[src/hw/rtl/tvbd_pkg.sv]
// Shared types and constants for the block decipher core.
// No dependencies.
package tvbd_pkg;

    localparam int WORD_WIDTH  = 32;
    localparam int INDEX_WIDTH = 8;
    localparam int KEY_COUNT   = 4;

    localparam logic [WORD_WIDTH-1:0] TEA_DELTA = 32'h9E37_79B9;

    localparam logic [WORD_WIDTH-1:0] KEY_RESET_0 = 32'h5665_7824;
    localparam logic [WORD_WIDTH-1:0] KEY_RESET_1 = 32'h5674_5632;
    localparam logic [WORD_WIDTH-1:0] KEY_RESET_2 = 32'h9780_9879;
    localparam logic [WORD_WIDTH-1:0] KEY_RESET_3 = 32'h6576_7878;

    typedef enum logic [INDEX_WIDTH-1:0] {
        REG_KEY_ZERO  = 8'd0,
        REG_KEY_ONE   = 8'd1,
        REG_KEY_TWO   = 8'd2,
        REG_KEY_THREE = 8'd3
    } t_reg_index;

    typedef logic [WORD_WIDTH-1:0] t_word;
    typedef t_word t_key_set [KEY_COUNT];

    typedef struct packed {
        t_word v0;
        t_word v1;
    } t_block;

endpackage

[src/hw/rtl/tvbd_ifs.sv]


interface tvbd_cfg_if import tvbd_pkg::*; ();
    logic                   valid;
    logic                   ready;
    logic [INDEX_WIDTH-1:0] index;
    t_word                  data;
    modport source (output valid, output index, output data, input ready);
    modport sink   (input valid, input index, input data, output ready);
endinterface

[src/hw/rtl/tvbd_key_regs.sv]
// Key register file written through the configuration channel.
// Depends on tvbd_pkg and tvbd_cfg_if.
module tvbd_key_regs
    import tvbd_pkg::*;
(
    input  logic        i_clk,
    input  logic        i_rst_n,
    tvbd_cfg_if.sink    i_cfg,
    output t_key_set    o_keys
);

    t_key_set r_keys;

    assign i_cfg.ready = 1'b1;
    assign o_keys      = r_keys;

    always_ff @(posedge i_clk) begin
        if (!i_rst_n) begin
            r_keys[0] <= KEY_RESET_0;
            r_keys[1] <= KEY_RESET_1;
            r_keys[2] <= KEY_RESET_2;
            r_keys[3] <= KEY_RESET_3;
        end else if (i_cfg.valid) begin
            unique case (i_cfg.index)
                REG_KEY_ZERO:  r_keys[0] <= i_cfg.data;
                REG_KEY_ONE:   r_keys[1] <= i_cfg.data;
                REG_KEY_TWO:   r_keys[2] <= i_cfg.data;
                REG_KEY_THREE: r_keys[3] <= i_cfg.data;
                default: ;
            endcase
        end
    end

endmodule

[src/flat_wrapper.sv]
// flat-port wrapper written by rule: the top's interface ports become plain ports
module tvbd_key_regs_flat import tvbd_pkg::*;
  (i_clk, i_rst_n, o_keys, i_cfg_valid, i_cfg_index, i_cfg_data, i_cfg_ready);
  tvbd_cfg_if i_cfg_i ();
  input  logic i_clk;
  input  logic i_rst_n;
  output t_key_set o_keys;
  input wire logic [$bits(i_cfg_i.valid)-1:0] i_cfg_valid;
  input wire logic [$bits(i_cfg_i.index)-1:0] i_cfg_index;
  input wire logic [$bits(i_cfg_i.data)-1:0] i_cfg_data;
  output wire logic [$bits(i_cfg_i.ready)-1:0] i_cfg_ready;
  assign i_cfg_i.valid = i_cfg_valid;
  assign i_cfg_i.index = i_cfg_index;
  assign i_cfg_i.data = i_cfg_data;
  assign i_cfg_ready = i_cfg_i.ready;
  tvbd_key_regs u_core (.i_clk(i_clk), .i_rst_n(i_rst_n), .i_cfg(i_cfg_i), .o_keys(o_keys));
endmodule
[config.mk]
export PLATFORM = sky130hd
export DESIGN_NAME = tvbd_key_regs_flat
export DESIGN_NICKNAME = d
export VERILOG_FILES = /design/src/hw/rtl/tvbd_pkg.sv /design/src/hw/rtl/tvbd_ifs.sv /design/src/hw/rtl/tvbd_key_regs.sv /design/src/flat_wrapper.sv
export SDC_FILE = /design/constraint.sdc
export NUM_CORES = 1
export LEC_CHECK = 0
export ABC_AREA = 0
export BUFFER_PORTS_ARGS = -buffer_cell sky130_fd_sc_hd__buf_4
export CAP_MARGIN = 20
export CORE_UTILIZATION = 40
export DETAILED_ROUTE_END_ITERATION = 16
export PLACE_DENSITY = 0.68
export SYNTH_ARGS = -nofsm -noshare
export SYNTH_HDL_FRONTEND = slang
export SYNTH_SLANG_ARGS = --single-unit
[constraint.sdc]
create_clock -name i_clk -period 1.4 [get_ports i_clk]
set_input_delay 0.28 -clock i_clk [delete_from_list [all_inputs] [get_ports i_clk]]
set_output_delay 0.28 -clock i_clk [all_outputs]
set_load 0.01 [all_outputs]
After elaboration in Yosys (flattened, before gate mapping)
Cells that the tools add are included.
{"block": "totals", "ff_bits": 128, "input_bits": 43, "output_inout_bits": 129, "word_cells": 12}
{"block": "classes", "n_eq_ne": 3, "n_reduce_logical": 5}
{"cell": "8-bit by 2-bit equality test with 1-bit output (second input constant)", "n": 2}
{"cell": "8-bit by 1-bit equality test with 1-bit output (second input constant)", "n": 1}
{"cell": "8-bit logical NOT", "n": 1}
{"cell": "2-bit AND reduction", "n": 4}

Logic depth before layout (Yosys ltp)
{"block": "depth", "depth_word": 2, "ltp_mapped": 5, "ltp_nobuf": 3}

Worst setup path after synthesis
OpenSTA, ideal clock, no wires.
{"block": "synth_path", "path_kind": "input -> register", "start": "in i_cfg_index[6]", "end": "reg u_core.r_keys (netlist bit u_core.o_keys[103])", "setup_ps": 72, "arrival_ps": 1344, "required_time_ps": 1328, "path_slack_ps": -15, "stages": 5, "path_buffers": 2, "cell_sequence": "nor4b_4 > and4bb_2 > buf_6 > buf_8 > mux2i_1"}
{"block": "synth_between", "elab_chain_cells": 2}
{"element": "from (decl)", "line_no": "flat_wrapper.sv:9", "rtl": "input wire logic [$bits(i_cfg_i.index)-1:0] i_cfg_index;"}
{"element": "8-bit logical NOT", "line_no": "tvbd_key_regs.sv:24", "rtl": "unique case (i_cfg.index)"}
{"element": "2-bit AND reduction (no source line)"}
{"element": "to (decl)", "line_no": "tvbd_key_regs.sv:12", "rtl": "t_key_set r_keys;"}
Every way passes these cells.
A chain may end at the register's enable or synchronous reset.

Final worst setup path
{"block": "layout_path", "start": "reg u_core.r_keys (netlist bit u_core.o_keys[82])", "end": "out o_keys[82] (netlist bit)"}
{"element": "to (decl)", "line_no": "flat_wrapper.sv:7", "rtl": "output t_key_set o_keys;"}
No word-level cell between the ends.

==> qor.yml <==
synth:
  yosysUniqueCellTypes: 14
  ys_ff_latch: 128
  synth_cells: 482
  synth_warnings: 0
  synthesis.nets: 525
  syn-cell-area_mm2: 0.00509
  synth.yosys.seq_area_share_pct: 50.3
  syn_area_per_cell_um2: 10.6
floorplan:
  io_pins: 172
  core-area_mm2: 0.0122
  die_x_um: 115
  initial_core_util_pct: 41.7
  rows: 40
  fp.dieH_um: 115
  die_area_mm2: 0.0132
worst_setup_path:
  rrSetupSlack_ps: 750
  crit_family: "flip-flops"
  critical_path_depth: 1
  reg2regPathDepth: 2
  r2r_start: "u_core.o_keys[89]"
  slowest_delay_ps: 360
  cp-start-kind: "register"
  crit_end: "o_keys[82]"
  crit_slowest_cell: "dfxtp_1"
  worst_ep_arrival_time_ps: 900
  worstSetupEndpointType: "output port"
  crit_start: "u_core.o_keys[82]"
  path_max_fanout: 2
  cp_data_required_time_ps: 1120
  critPathBufInv: 1
  crit_chain: "buf_4"
  reg2reg_to: "u_core.o_keys[89]"
  path_class: "register to output port"
cts:
  cts_resized: 0
  clockBufferDepth: 2
  cts_buffers: 17
  clkSinkCount: 128
  cts_setup_buffers: 0
  cts-htree-levels: 4
  clkLatencyLatePin_ps: 410
  hold_buffers: 0
  cts.reportedPaths.clkPinSlew_ps: 50
  cts_root_buf: "clkbuf_16"
  tritoncts: "done"
sta:
  layout_setup_ws_ps: 223
  fin_hold_ws_ps: 132
  setup_viol: 0
  setup_tns_ps: 0
  fin_skew_ps: 0
  rsz0062_at_grt: "false"
  max_freq_ghz: 0.850
  finalCritPeriodShare_pct: 84.1
  slew_violations: 0
  hold_violations: 0
  post-route-min-period_ps: 1180
cells_and_area:
  final_cell_mix: "buf_4, mux2i_1, dfxtp_1"
  seq_area_mm2: 0.00256
  finalInstanceArea_mm2: 0.00718
  syn_to_final_growth_pct: 41.0
  diodes: 0
  drive_gt1_share_pct: 33.4
  fill_cells: 1105
  multi_input_area_mm2: 0.00230
  largest_register_ffs: 128
  nets: 699
  final_common_cell: "buf_4"
global_route:
  antenna_found_initial: 0
  grt_start_max_net_pins: 64
  grt_usage_pct: 19.2
  first_global_vias: 3984
  grt-ovfl-total: 0
  grt_pass1_wl_mm: 19.3
drt:
  routed_wl_mm: 12.2
  route.met2.wl_mm: 5.81
  via_per_inst: 4.66
  wl_per_cell_um: 14.6
  m1WireLength_mm: 5.13
  topRoutingLayerUsed: "met4"
  drtIter0Drc: 113
  ant_nets: 0
  wl_met3_mm: 1.05
  vias: 3893
  drc: 0
  dr.pass1.iters: 4
power:
  power.leakage_nw: 3.59
  peakVddDrop_uv: 598
  power.density_mw_per_mm2: 1120
placement:
  dp_hpwl_mm: 8.64
  place_area_mm2: 0.00663
  dpl_worst_slack_ps: -155
  gp_congestion: 0.696
  portBuffers: 170
job:
  cap_violations: 0
outcome:
  status: "completed"
hold_path:
  hp-class: "input port to register"
  min-delay-start: "i_cfg_data[29]"
area by class of cell:
cell class	instances	share of cell area (%)
timing repair buffer	189	21.7
clock buffer	26	7.37
tap	168	2.93
sequential	128	35.7
clock inverter	4	0.348
multi-input combinational	320	32.0
cells by family (layout without fill, tap and decap cells):
kind of cell	count (synthesis)	after routing	synth area share, %
flip-flops	128	128	50.3
other	1	1	0.0737
multiplexers	128	128	25.2
buffers and inverters	34	219	4.72
AND/OR/NAND/NOR	191	191	19.7
worst min-delay path by stage:
| stage | to | slack (ps) | cells past startpoint |
|---|---|---|---|
| 2_1_floorplan | u_core.o_keys[25] | 420 | 2 |
| 3_3_place_gp | u_core.o_keys[100] | 440 | 2 |
| 3_5_place_dp | u_core.o_keys[46] | 450 | 2 |
| 4_1_cts | u_core.o_keys[63] | 120 | 3 |
| 5_1_grt | u_core.o_keys[53] | 130 | 3 |
| 6_report | u_core.o_keys[29] | 130 | 3 |
power breakdown:
part,internal (mW),switching (mW),total (mW)
clock network,2.57,1.49,4.05
registers,3.65,0.00262,3.65
logic,0.180,0.173,0.353
through the flow:
step	power, mW	util [%]	cells
detailed placement	4.08	54.3	805
CTS	8.15	58.8	835
finish	8.06	58.8	835
floorplan	3.91	-	482
global route	8.33	58.8	835
global placement	4.07	54.3	805
synth_stat cells:
library cell / number / area (µm²)
and4bb_2: 1 / 12.5
buf_4: 1 / 7.51
buf_6: 10 / 113
buf_8: 3 / 45.0
clkbuf_1: 20 / 75.1
conb_1: 1 / 3.75
dfxtp_1: 128 / 2560
mux2i_1: 128 / 1280
nand2_1: 97 / 364
nand4_2: 1 / 12.5
nand4b_2: 2 / 30.0
nor2b_1: 88 / 551
nor3_2: 1 / 10.0
nor4b_4: 1 / 23.8
metal layers:
metal	vias to the layer above	track usage [%]
li1	1923	-
met1	1812	21.9
met2	139	32.3
met3	19	7.80
met4	0	7.36
met5	-	0
Power figures use the tool's default switching activity.
