<file path="src/hw/rtl/tvbd_pkg.sv">
// Shared types and constants for the block decipher core.
// No dependencies.
package tvbd_pkg;

    localparam int WORD_WIDTH  = 32;
    localparam int INDEX_WIDTH = 8;
    localparam int KEY_COUNT   = 4;

    localparam logic [WORD_WIDTH-1:0] TEA_DELTA = 32'h9E37_79B9;

    localparam logic [WORD_WIDTH-1:0] KEY_RESET_0 = 32'h5665_7824;
    localparam logic [WORD_WIDTH-1:0] KEY_RESET_1 = 32'h5674_5632;
    localparam logic [WORD_WIDTH-1:0] KEY_RESET_2 = 32'h9780_9879;
    localparam logic [WORD_WIDTH-1:0] KEY_RESET_3 = 32'h6576_7878;

    typedef enum logic [INDEX_WIDTH-1:0] {
        REG_KEY_ZERO  = 8'd0,
        REG_KEY_ONE   = 8'd1,
        REG_KEY_TWO   = 8'd2,
        REG_KEY_THREE = 8'd3
    } t_reg_index;

    typedef logic [WORD_WIDTH-1:0] t_word;
    typedef t_word t_key_set [KEY_COUNT];

    typedef struct packed {
        t_word v0;
        t_word v1;
    } t_block;

endpackage

</file>
<file path="src/hw/rtl/tvbd_half_round.sv">
// One registered half round: updates v1 or v0 with a fixed sum.
// Depends on tvbd_pkg.
module tvbd_half_round
    import tvbd_pkg::*;
#(
    parameter logic [31:0] SUM       = 32'h0,
    parameter bit          UPDATE_V1 = 1'b1
) (
    input  logic   i_clk,
    input  logic   i_rst_n,
    input  t_word  i_key,
    input  logic   i_valid,
    input  t_block i_data,
    output logic   o_ready,
    output logic   o_valid,
    output t_block o_data,
    input  logic   i_ready
);

    logic   r_valid;
    t_block r_data;
    t_block n_data;
    t_word  src;
    t_word  mix;

    assign o_ready = !r_valid || i_ready;
    assign o_valid = r_valid;
    assign o_data  = r_data;

    always_comb begin
        src    = UPDATE_V1 ? i_data.v0 : i_data.v1;
        mix    = (src >> 5) ^ (src << 4);
        n_data = i_data;
        if (UPDATE_V1) begin
            n_data.v1 = i_data.v1 - (mix + i_key + (SUM ^ src));
        end else begin
            n_data.v0 = i_data.v0 - (mix + i_key + (SUM ^ src));
        end
    end

    always_ff @(posedge i_clk) begin
        if (!i_rst_n) begin
            r_valid <= 1'b0;
        end else if (o_ready) begin
            r_valid <= i_valid;
        end
    end

    always_ff @(posedge i_clk) begin
        if (o_ready && i_valid) begin
            r_data <= n_data;
        end
    end

endmodule

</file>
<file path="config.mk">
export PLATFORM = sky130hd
export DESIGN_NAME = tvbd_half_round
export DESIGN_NICKNAME = d
export VERILOG_FILES = /design/src/hw/rtl/tvbd_pkg.sv /design/src/hw/rtl/tvbd_half_round.sv
export SDC_FILE = /design/constraint.sdc
export NUM_CORES = 1
export LEC_CHECK = 0
export BUFFER_PORTS_ARGS = -buffer_cell sky130_fd_sc_hd__buf_2
export CAP_MARGIN = 0
export CORE_ASPECT_RATIO = 0.6
export CORE_UTILIZATION = 53
export CTS_CLUSTER_SIZE = 20
export DETAILED_ROUTE_END_ITERATION = 8
export PLACE_DENSITY = 0.86
export SLEW_MARGIN = 20
export SYNTH_ARGS = -nofsm -noshare
export SYNTH_HDL_FRONTEND = slang
export SYNTH_SLANG_ARGS = --single-unit
</file>
<file path="constraint.sdc">
create_clock -name i_clk -period 8.7 [get_ports i_clk]
set_clock_uncertainty 0.1 [all_clocks]
set_input_delay 2.175 -clock i_clk [delete_from_list [all_inputs] [get_ports i_clk]]
set_output_delay 2.175 -clock i_clk [all_outputs]
set_load 0.02 [all_outputs]
</file>
; ---- After elaboration in Yosys (flattened, before gate mapping)
; Cells that the tools add are included.
[totals]
register_bits = 65
wordCells = 10
[classes]
n_addsub = 3
n_bitwise = 1
n_reduce_logical = 3
[op_table]
columns = operator, n
row1 = adder 32 bit, 2
row2 = subtractor 32 bit, 1
row3 = XOR 27 x 32 -> 32 bit, 1
row4 = logical AND 1 bit, 1
row5 = zero test 1 bit, 1
row6 = logical OR 1 bit, 1

; ---- Depth between registers and ports, before layout
; Gate-level depths: netlist of run 1.
[depth]
ltp_word = 4
depth_mapped = 13
depth_no_buf = 13

; ---- Worst setup path after synthesis of run 1
; OpenSTA, ideal clock, no wires.
[synth_timing]
path_type = input to register
from = input port i_data[41] in the netlist's numbering
to = register r_data (netlist bit o_data[30]) (data pin)
setup_time_ns = 0.260
arrival_ns = 5.172
required_ns = 8.340
setup_slack_ns = 3.168
cell_stages = 12
path_buffers = 0
cell_sequence = xor2_1 > fa_1 > fa_1 > inv_1 > ha_1 > a21o_1 > a221o_1 > a31o_2 > a21boi_4 > o41ai_2 > a311oi_2 > xnor2_1
[synth_rtl]
columns = element, line_no
row1 = start: declaration, tvbd_half_round.sv:13  ; input t_block i_data,
row2 = end signal: assignment, tvbd_half_round.sv:51  ; r_data <= n_data;
row3 = end: declaration, tvbd_half_round.sv:21  ; t_block r_data;

==> impl_metrics.csv, run 1 <==
group,metric,value,unit
timing,slew_headroom,0.4406,
power,leakage,0.003367,µW
drt,totalWireLength,15000,µm
layout,layout-drive-gt1-share,0.2790,
clock_network,cts_root_buf,"clkbuf_16",
drt,wire_per_inst,18.38,µm
timing,slew_violations,0,
grt,grt_overflow,0,
timing,period_share,0.6588,
yosys,synth_edf_count,64,
timing,hold_viol_final,0,
clock_network,cts.hold.buffers_added,0,
floorplan,io_pins,166,
power,irDropWorstVdd,0.1891,mV
timing,tightest_slew,0.8392,ns
clock_network,cts-resized-gates,0,
grt,grt_first_pass_wirelength,23070,µm
place,place_hpwl,12160,µm
yosys,synth_top_cell_by_area,"edfxtp_1",
layout,diodes,0,
worst_hold_path,hp-class,"reg -> reg",
floorplan,dieArea,10830,µm²
power,powerDensity,300.1,nW/µm²
power,combPwrFrac,0.545,
grt,grt_use_total,0.2925,
yosys,synth_top_flop_cell,"edfxtp_1",
yosys,netlist-cell-type-count,49,
layout,layout_common_cells,"buf_2, inv_1, edfxtp_1",
power,p_sw,864.2,µW
clock_network,htree_levels,3,
yosys,netlist_instances,501,
timing,rsz0062_at_grt,"false",
drt,viasPerCell,5.328,
floorplan,die_h,81.02,µm
floorplan,die_x,133.7,µm
layout,fillerInstances,786,
yosys,synth_area_leaders,"edfxtp_1, fa_1, inv_1",
setup_path,start_kind,"primary input",
power,swShare,0.4195,
setup_path,critPathArrivalTime,5.72,ns
yosys,synth_top_area_share,0.3485,
drt,drt_iter0_markers,454,
layout,mostFrequentLayoutCell,"buf_2",
place,place_ws,2.726,ns
outcome,status,"finished clean",
setup_path,end_kind,"flop",
clock_network,numCtsBuffers,9,
drt,num_vias,4348,
grt,antenna_found_initial,0,
clock_network,cts_tree,"yes",
drt,drc,0,
yosys,yosysWarnings,0,
place,place.gp.congestion,0.9291,
place,io_buffers,165,
timing,hold_ws,0.4313,ns
yosys,synth-seq-cells,65,
clock_network,post-cts-setup-buffer-count,0,
power,clkPwrFrac,0.211,
yosys,async_reset_ff_frac,0,
drt,drtPass1Iterations,6,
yosys,syn_area_per_cell,11.01,µm²
grt,grt_pass1_vias,4268,
drt,postRouteAntennaNets,0,
timing,setup_viol,0,
yosys,yosysSeqAreaShare,0.3521,
floorplan,num_rows,28,
floorplan,core,9985,µm²
clock_network,clkTransAtPathRegs,0.06,ns
power,intPower,1196,µW
power,power.share.sequential,0.243,
setup_path,path_max_fanout,4,
clock_network,clock_sinks,65,
yosys,syn-num-nets,695,
layout,area_growth,24.48,%
setup_path,crit_type,"in -> reg",
layout,final_nets,870,
timing,setup_ws,2.969,ns
floorplan,initial_core_util,0.5524,
grt,grt_max_degree,65,
flow_run,drv_cap,0,
timing,timing.fmax,174.5,MHz
timing,final.min_clock_period,5.731,ns
clock_network,cts_buffer_depth,2,
timing,fin_tns_setup,0,ns
clock_network,clock_latency,0.34,ns
yosys,netlist_area,5515,µm²
setup_path,critPathRequiredTime,8.69,ns
## power groups by stage
stage / Clock [µW] / Combinational (µW) / Sequential [µW]
after detailed placement: 0 / 1080 / 506
after floorplan: 0 / 659 / 617
after global routing: 451 / 1230 / 509
final: 435 / 1120 / 501
after global placement: 0 / 1080 / 504
after CTS: 438 / 1110 / 502
## per-stage QoR
step | instances | power (µW) | area [µm²] | util
after floorplan | 501 | 1276 | 5515 | -
after global placement | 800 | 1586 | 6511 | 0.6521
after detailed placement | 800 | 1591 | 6511 | 0.6521
after CTS | 816 | 2047 | 6865 | 0.6876
after global routing | 816 | 2185 | 6865 | 0.6876
final | 816 | 2060 | 6865 | 0.6876
## state kept, by name, summed over array words and instances (netlist names)
register	count
o_data	64
o_valid	1
## final timing paths
| check | start | endpoint | slack, ns | cells past startpoint |
|---|---|---|---|---|
| setup / recovery | i_data[41] | o_data[30]$_DFFE_PP_ | 2.97 | 13 |
| hold / removal | o_valid$_SDFFE_PN0N_ | o_valid$_SDFFE_PN0N_ | 0.43 | 2 |
| hold reg to reg | o_valid$_SDFFE_PN0N_ | o_valid$_SDFFE_PN0N_ | 0.43 | 2 |
| setup reg to reg | o_valid$_SDFFE_PN0N_ | o_data[6]$_DFFE_PP_ | 7.00 | 3 |
## Yosys cell counts (2+ instances only)
| master | count |
|---|---|
| a21oi_1 | 31 |
| ha_1 | 32 |
| a31oi_1 | 3 |
| o21ai_0 | 15 |
| nor3_1 | 5 |
| o21a_1 | 5 |
| o31ai_1 | 4 |
| xnor2_1 | 21 |
| a221oi_1 | 2 |
| o21bai_1 | 4 |
| o211ai_1 | 3 |
| and3_1 | 4 |
| inv_1 | 119 |
| or3_1 | 4 |
| a21o_1 | 7 |
| nand4_1 | 3 |
| nand2_1 | 20 |
| fa_1 | 62 |
| nor2_1 | 14 |
| nand3_1 | 6 |
| edfxtp_1 | 64 |
| xor2_1 | 35 |
| nand2b_1 | 6 |
| a211oi_1 | 2 |
| and2_1 | 5 |
| clkbuf_1 | 2 |
## per-layer routing
| metal | vias up | part of all wire | track usage |
|---|---|---|---|
| li1 | 1998 | - | - |
| met3 | 20 | 0.088 | 0.05993 |
| met4 | 0 | 0.015 | 0.08409 |
| met2 | 232 | 0.41 | 0.4156 |
| met1 | 2098 | 0.48 | 0.4486 |
| met5 | - | 0 | 0 |
## cell families (layout without fill, tap and decap cells)
kind of cell,count (synthesis),in the layout,synth area share
flip-flops,65,65,0.3521
multiplexers,1,1,0.001815
AO/OA/AOI/OAI,91,91,0.1109
adder cells (fa/ha/maj),94,94,0.2976
AND/OR/NAND/NOR,73,73,0.06624
XOR/XNOR,56,56,0.08893
buffers and inverters,121,301,0.08235
## cell type report
cell class,count,area (µm²),area share
Clock inverter,6,115.1,0.01677
Inverter,119,446.7,0.06506
Multi-Input combinational cell,315,3120,0.4545
Clock buffer,10,239.0,0.03481
Sequential cell,65,1942,0.2829
Timing Repair Buffer,166,833.3,0.1214
Tap cell,135,168.9,0.02460
## critical path, cell delays in order
cell and delay [ns]:
buf_2 0.17, xor2_1 0.24, fa_1 0.48, fa_1 0.52, inv_1 0.04, ha_1 0.34, a21o_1 0.20, a221o_1 0.46
a31o_2 0.33, a21boi_4 0.20, o41ai_2 0.14, a311oi_2 0.32, xnor2_1 0.10
Power figures use the tool's default switching activity.
==> run 2: changes to the inputs <==
==> constraint.sdc (replaced) <==
create_clock -name i_clk -period 5.9 [get_ports i_clk]
set_clock_uncertainty 0.1 [all_clocks]
set_input_delay 1.475 -clock i_clk [delete_from_list [all_inputs] [get_ports i_clk]]
set_output_delay 1.475 -clock i_clk [all_outputs]
set_load 0.02 [all_outputs]
==> run 2 against run 1 <==
Effect of this change: cell area up 0.11%; die area unchanged; cell count up 0.12%; sequential power up 48%; highest routed layer unchanged; flip-flop and latch count unchanged; sequential share of layout area about the same; total power up 47%; combinational power up 47%; first-iteration DRC count down 11%.
==> impl_metrics.csv, run 2 (synthesized netlist as in run 1, its figures left out) <==
group,metric,value,unit
grt,grt_first_pass_wirelength,23590,µm
drt,num_vias,4362,
timing,slew_headroom,0.4866,
clock_network,clock_latency,0.34,ns
clock_network,cts-resized-gates,0,
floorplan,dieArea,10830,µm²
timing,period_share,0.8648,
setup_path,end_kind,"flop",
power,irDropWorstVdd,0.3018,mV
timing,slew_violations,0,
drt,drtPass1Iterations,5,
layout,diodes,0,
setup_path,critPathArrivalTime,5.08,ns
layout,area_growth,24.61,%
power,power.share.sequential,0.244,
power,swShare,0.4179,
clock_network,cts.hold.buffers_added,0,
setup_path,crit_family,"adder cells",
drt,drt_iter0_markers,402,
setup_path,cp_num_buf_inv,2,
clock_network,cts_root_buf,"clkbuf_16",
layout,final_nets,871,
layout,mostFrequentLayoutCell,"buf_2",
drt,drc,0,
power,intPower,1765,µW
place,place_hpwl,12480,µm
worst_hold_path,hp-class,"reg -> reg",
flow_run,drv_cap,0,
setup_path,crit_type,"in -> reg",
setup_path,crit_chain,"buf_2 > xor2_1 > fa_1 > fa_1 > inv_1 > ha_1 > a21o_1 > or3_1 > o21ba_2 > o21ai_1 > o21bai_1 > a211oi_1 > nor3_1",
timing,hold_viol_final,0,
drt,wire_per_inst,18.42,µm
floorplan,core,9985,µm²
grt,grt_pass1_vias,4346,
timing,tightest_slew,0.7702,ns
layout,layout-drive-gt1-share,0.2801,
outcome,status,"finished clean",
drt,postRouteAntennaNets,0,
clock_network,numCtsBuffers,9,
floorplan,io_pins,166,
grt,antenna_found_initial,0,
setup_path,cpMostUsedCell,"fa_1",
clock_network,clkTransAtPathRegs,0.06,ns
floorplan,die_x,133.7,µm
power,finalPower,3032,µW
clock_network,post-cts-setup-buffer-count,0,
floorplan,num_rows,28,
power,leakage,0.003372,µW
drt,totalWireLength,15050,µm
clock_network,htree_levels,3,
timing,setup_viol,0,
power,clkPwrFrac,0.211,
layout,fillerInstances,739,
clock_network,cts_buffer_depth,2,
grt,grt_max_degree,34,
layout,layout_common_cells,"buf_2, inv_1, edfxtp_1",
grt,grt_overflow,0,
timing,timing.fmax,196.0,MHz
setup_path,slowest_delay,0.51,ns
floorplan,initial_core_util,0.5524,
setup_path,start_kind,"primary input",
place,place.gp.congestion,0.9360,
setup_path,critPathRequiredTime,5.87,ns
setup_path,critPathSlowestCell,"fa_1",
timing,final.min_clock_period,5.103,ns
power,combPwrFrac,0.545,
clock_network,clock_sinks,65,
timing,rsz0062_at_grt,"false",
floorplan,die_h,81.02,µm
setup_path,path_max_fanout,5,
timing,fin_tns_setup,0,ns
power,p_sw,1267,µW
place,io_buffers,165,
drt,viasPerCell,5.339,
power,powerDensity,441.1,nW/µm²
grt,grt_use_total,0.3024,
clock_network,cts_tree,"yes",
layout,largest_reg_flops,64,
setup_path,rrSetupSlack,3.83,ns
-- run 2: worst min-delay path, cell delays in order, from the launching register on --
cell,delay [ns]
dfxtp_1,0.31
nand2b_1,0.09
a21boi_0,0.09
-- run 2: worst paths after layout --
kind / startpoint / to / cells after the start
hold / removal: o_valid$_SDFFE_PN0N_ / o_valid$_SDFFE_PN0N_ / 2
hold reg to reg: o_valid$_SDFFE_PN0N_ / o_valid$_SDFFE_PN0N_ / 2
setup / recovery: i_data[41] / o_data[27]$_DFFE_PP_ / 13
setup reg to reg: o_valid$_SDFFE_PN0N_ / o_data[16]$_DFFE_PP_ / 3
-- run 2: final cells by class --
cell class                      count  area (µm²)  share of cell area
Sequential cell                    65        1942              0.2825
Clock buffer                       10       239.0             0.03477
Multi-Input combinational cell    315        3120              0.4540
Inverter                          119       446.7             0.06499
Timing Repair Buffer              167       840.8              0.1223
Tap cell                          135       168.9             0.02458
Clock inverter                      6       115.1             0.01675
-- run 2: power by group through the flow --
stage	logic (µW)	registers (µW)	clock network, µW
after global routing	1820	752	661
after floorplan	971	910	0
final	1650	739	639
after detailed placement	1600	744	0
after CTS	1630	741	646
after global placement	1600	743	0
-- run 2: stage by stage --
stage / std cells / hold slack, ns / setup slack (ns) / utilization / instance area [µm²]
2_1_floorplan: 501 / 0.6496 / 1.068 / - / 5515
3_3_place_gp: 801 / 0.4240 / 0.7033 / 0.6529 / 6519
3_5_place_dp: 801 / 0.4255 / 0.5621 / 0.6529 / 6519
4_1_cts: 817 / 0.4383 / 0.8560 / 0.6883 / 6873
5_1_grt: 817 / 0.4968 / 0.6621 / 0.6883 / 6873
6_report: 817 / 0.4321 / 0.7974 / 0.6883 / 6873
-- run 2: per-layer routing --
metal,track usage,vias to the layer above,wire [µm]
met2,0.4271,223,6375
met4,0.09432,0,257
met3,0.06679,17,1481
met5,0,-,0
met1,0.4602,2120,6934
li1,-,2002,-
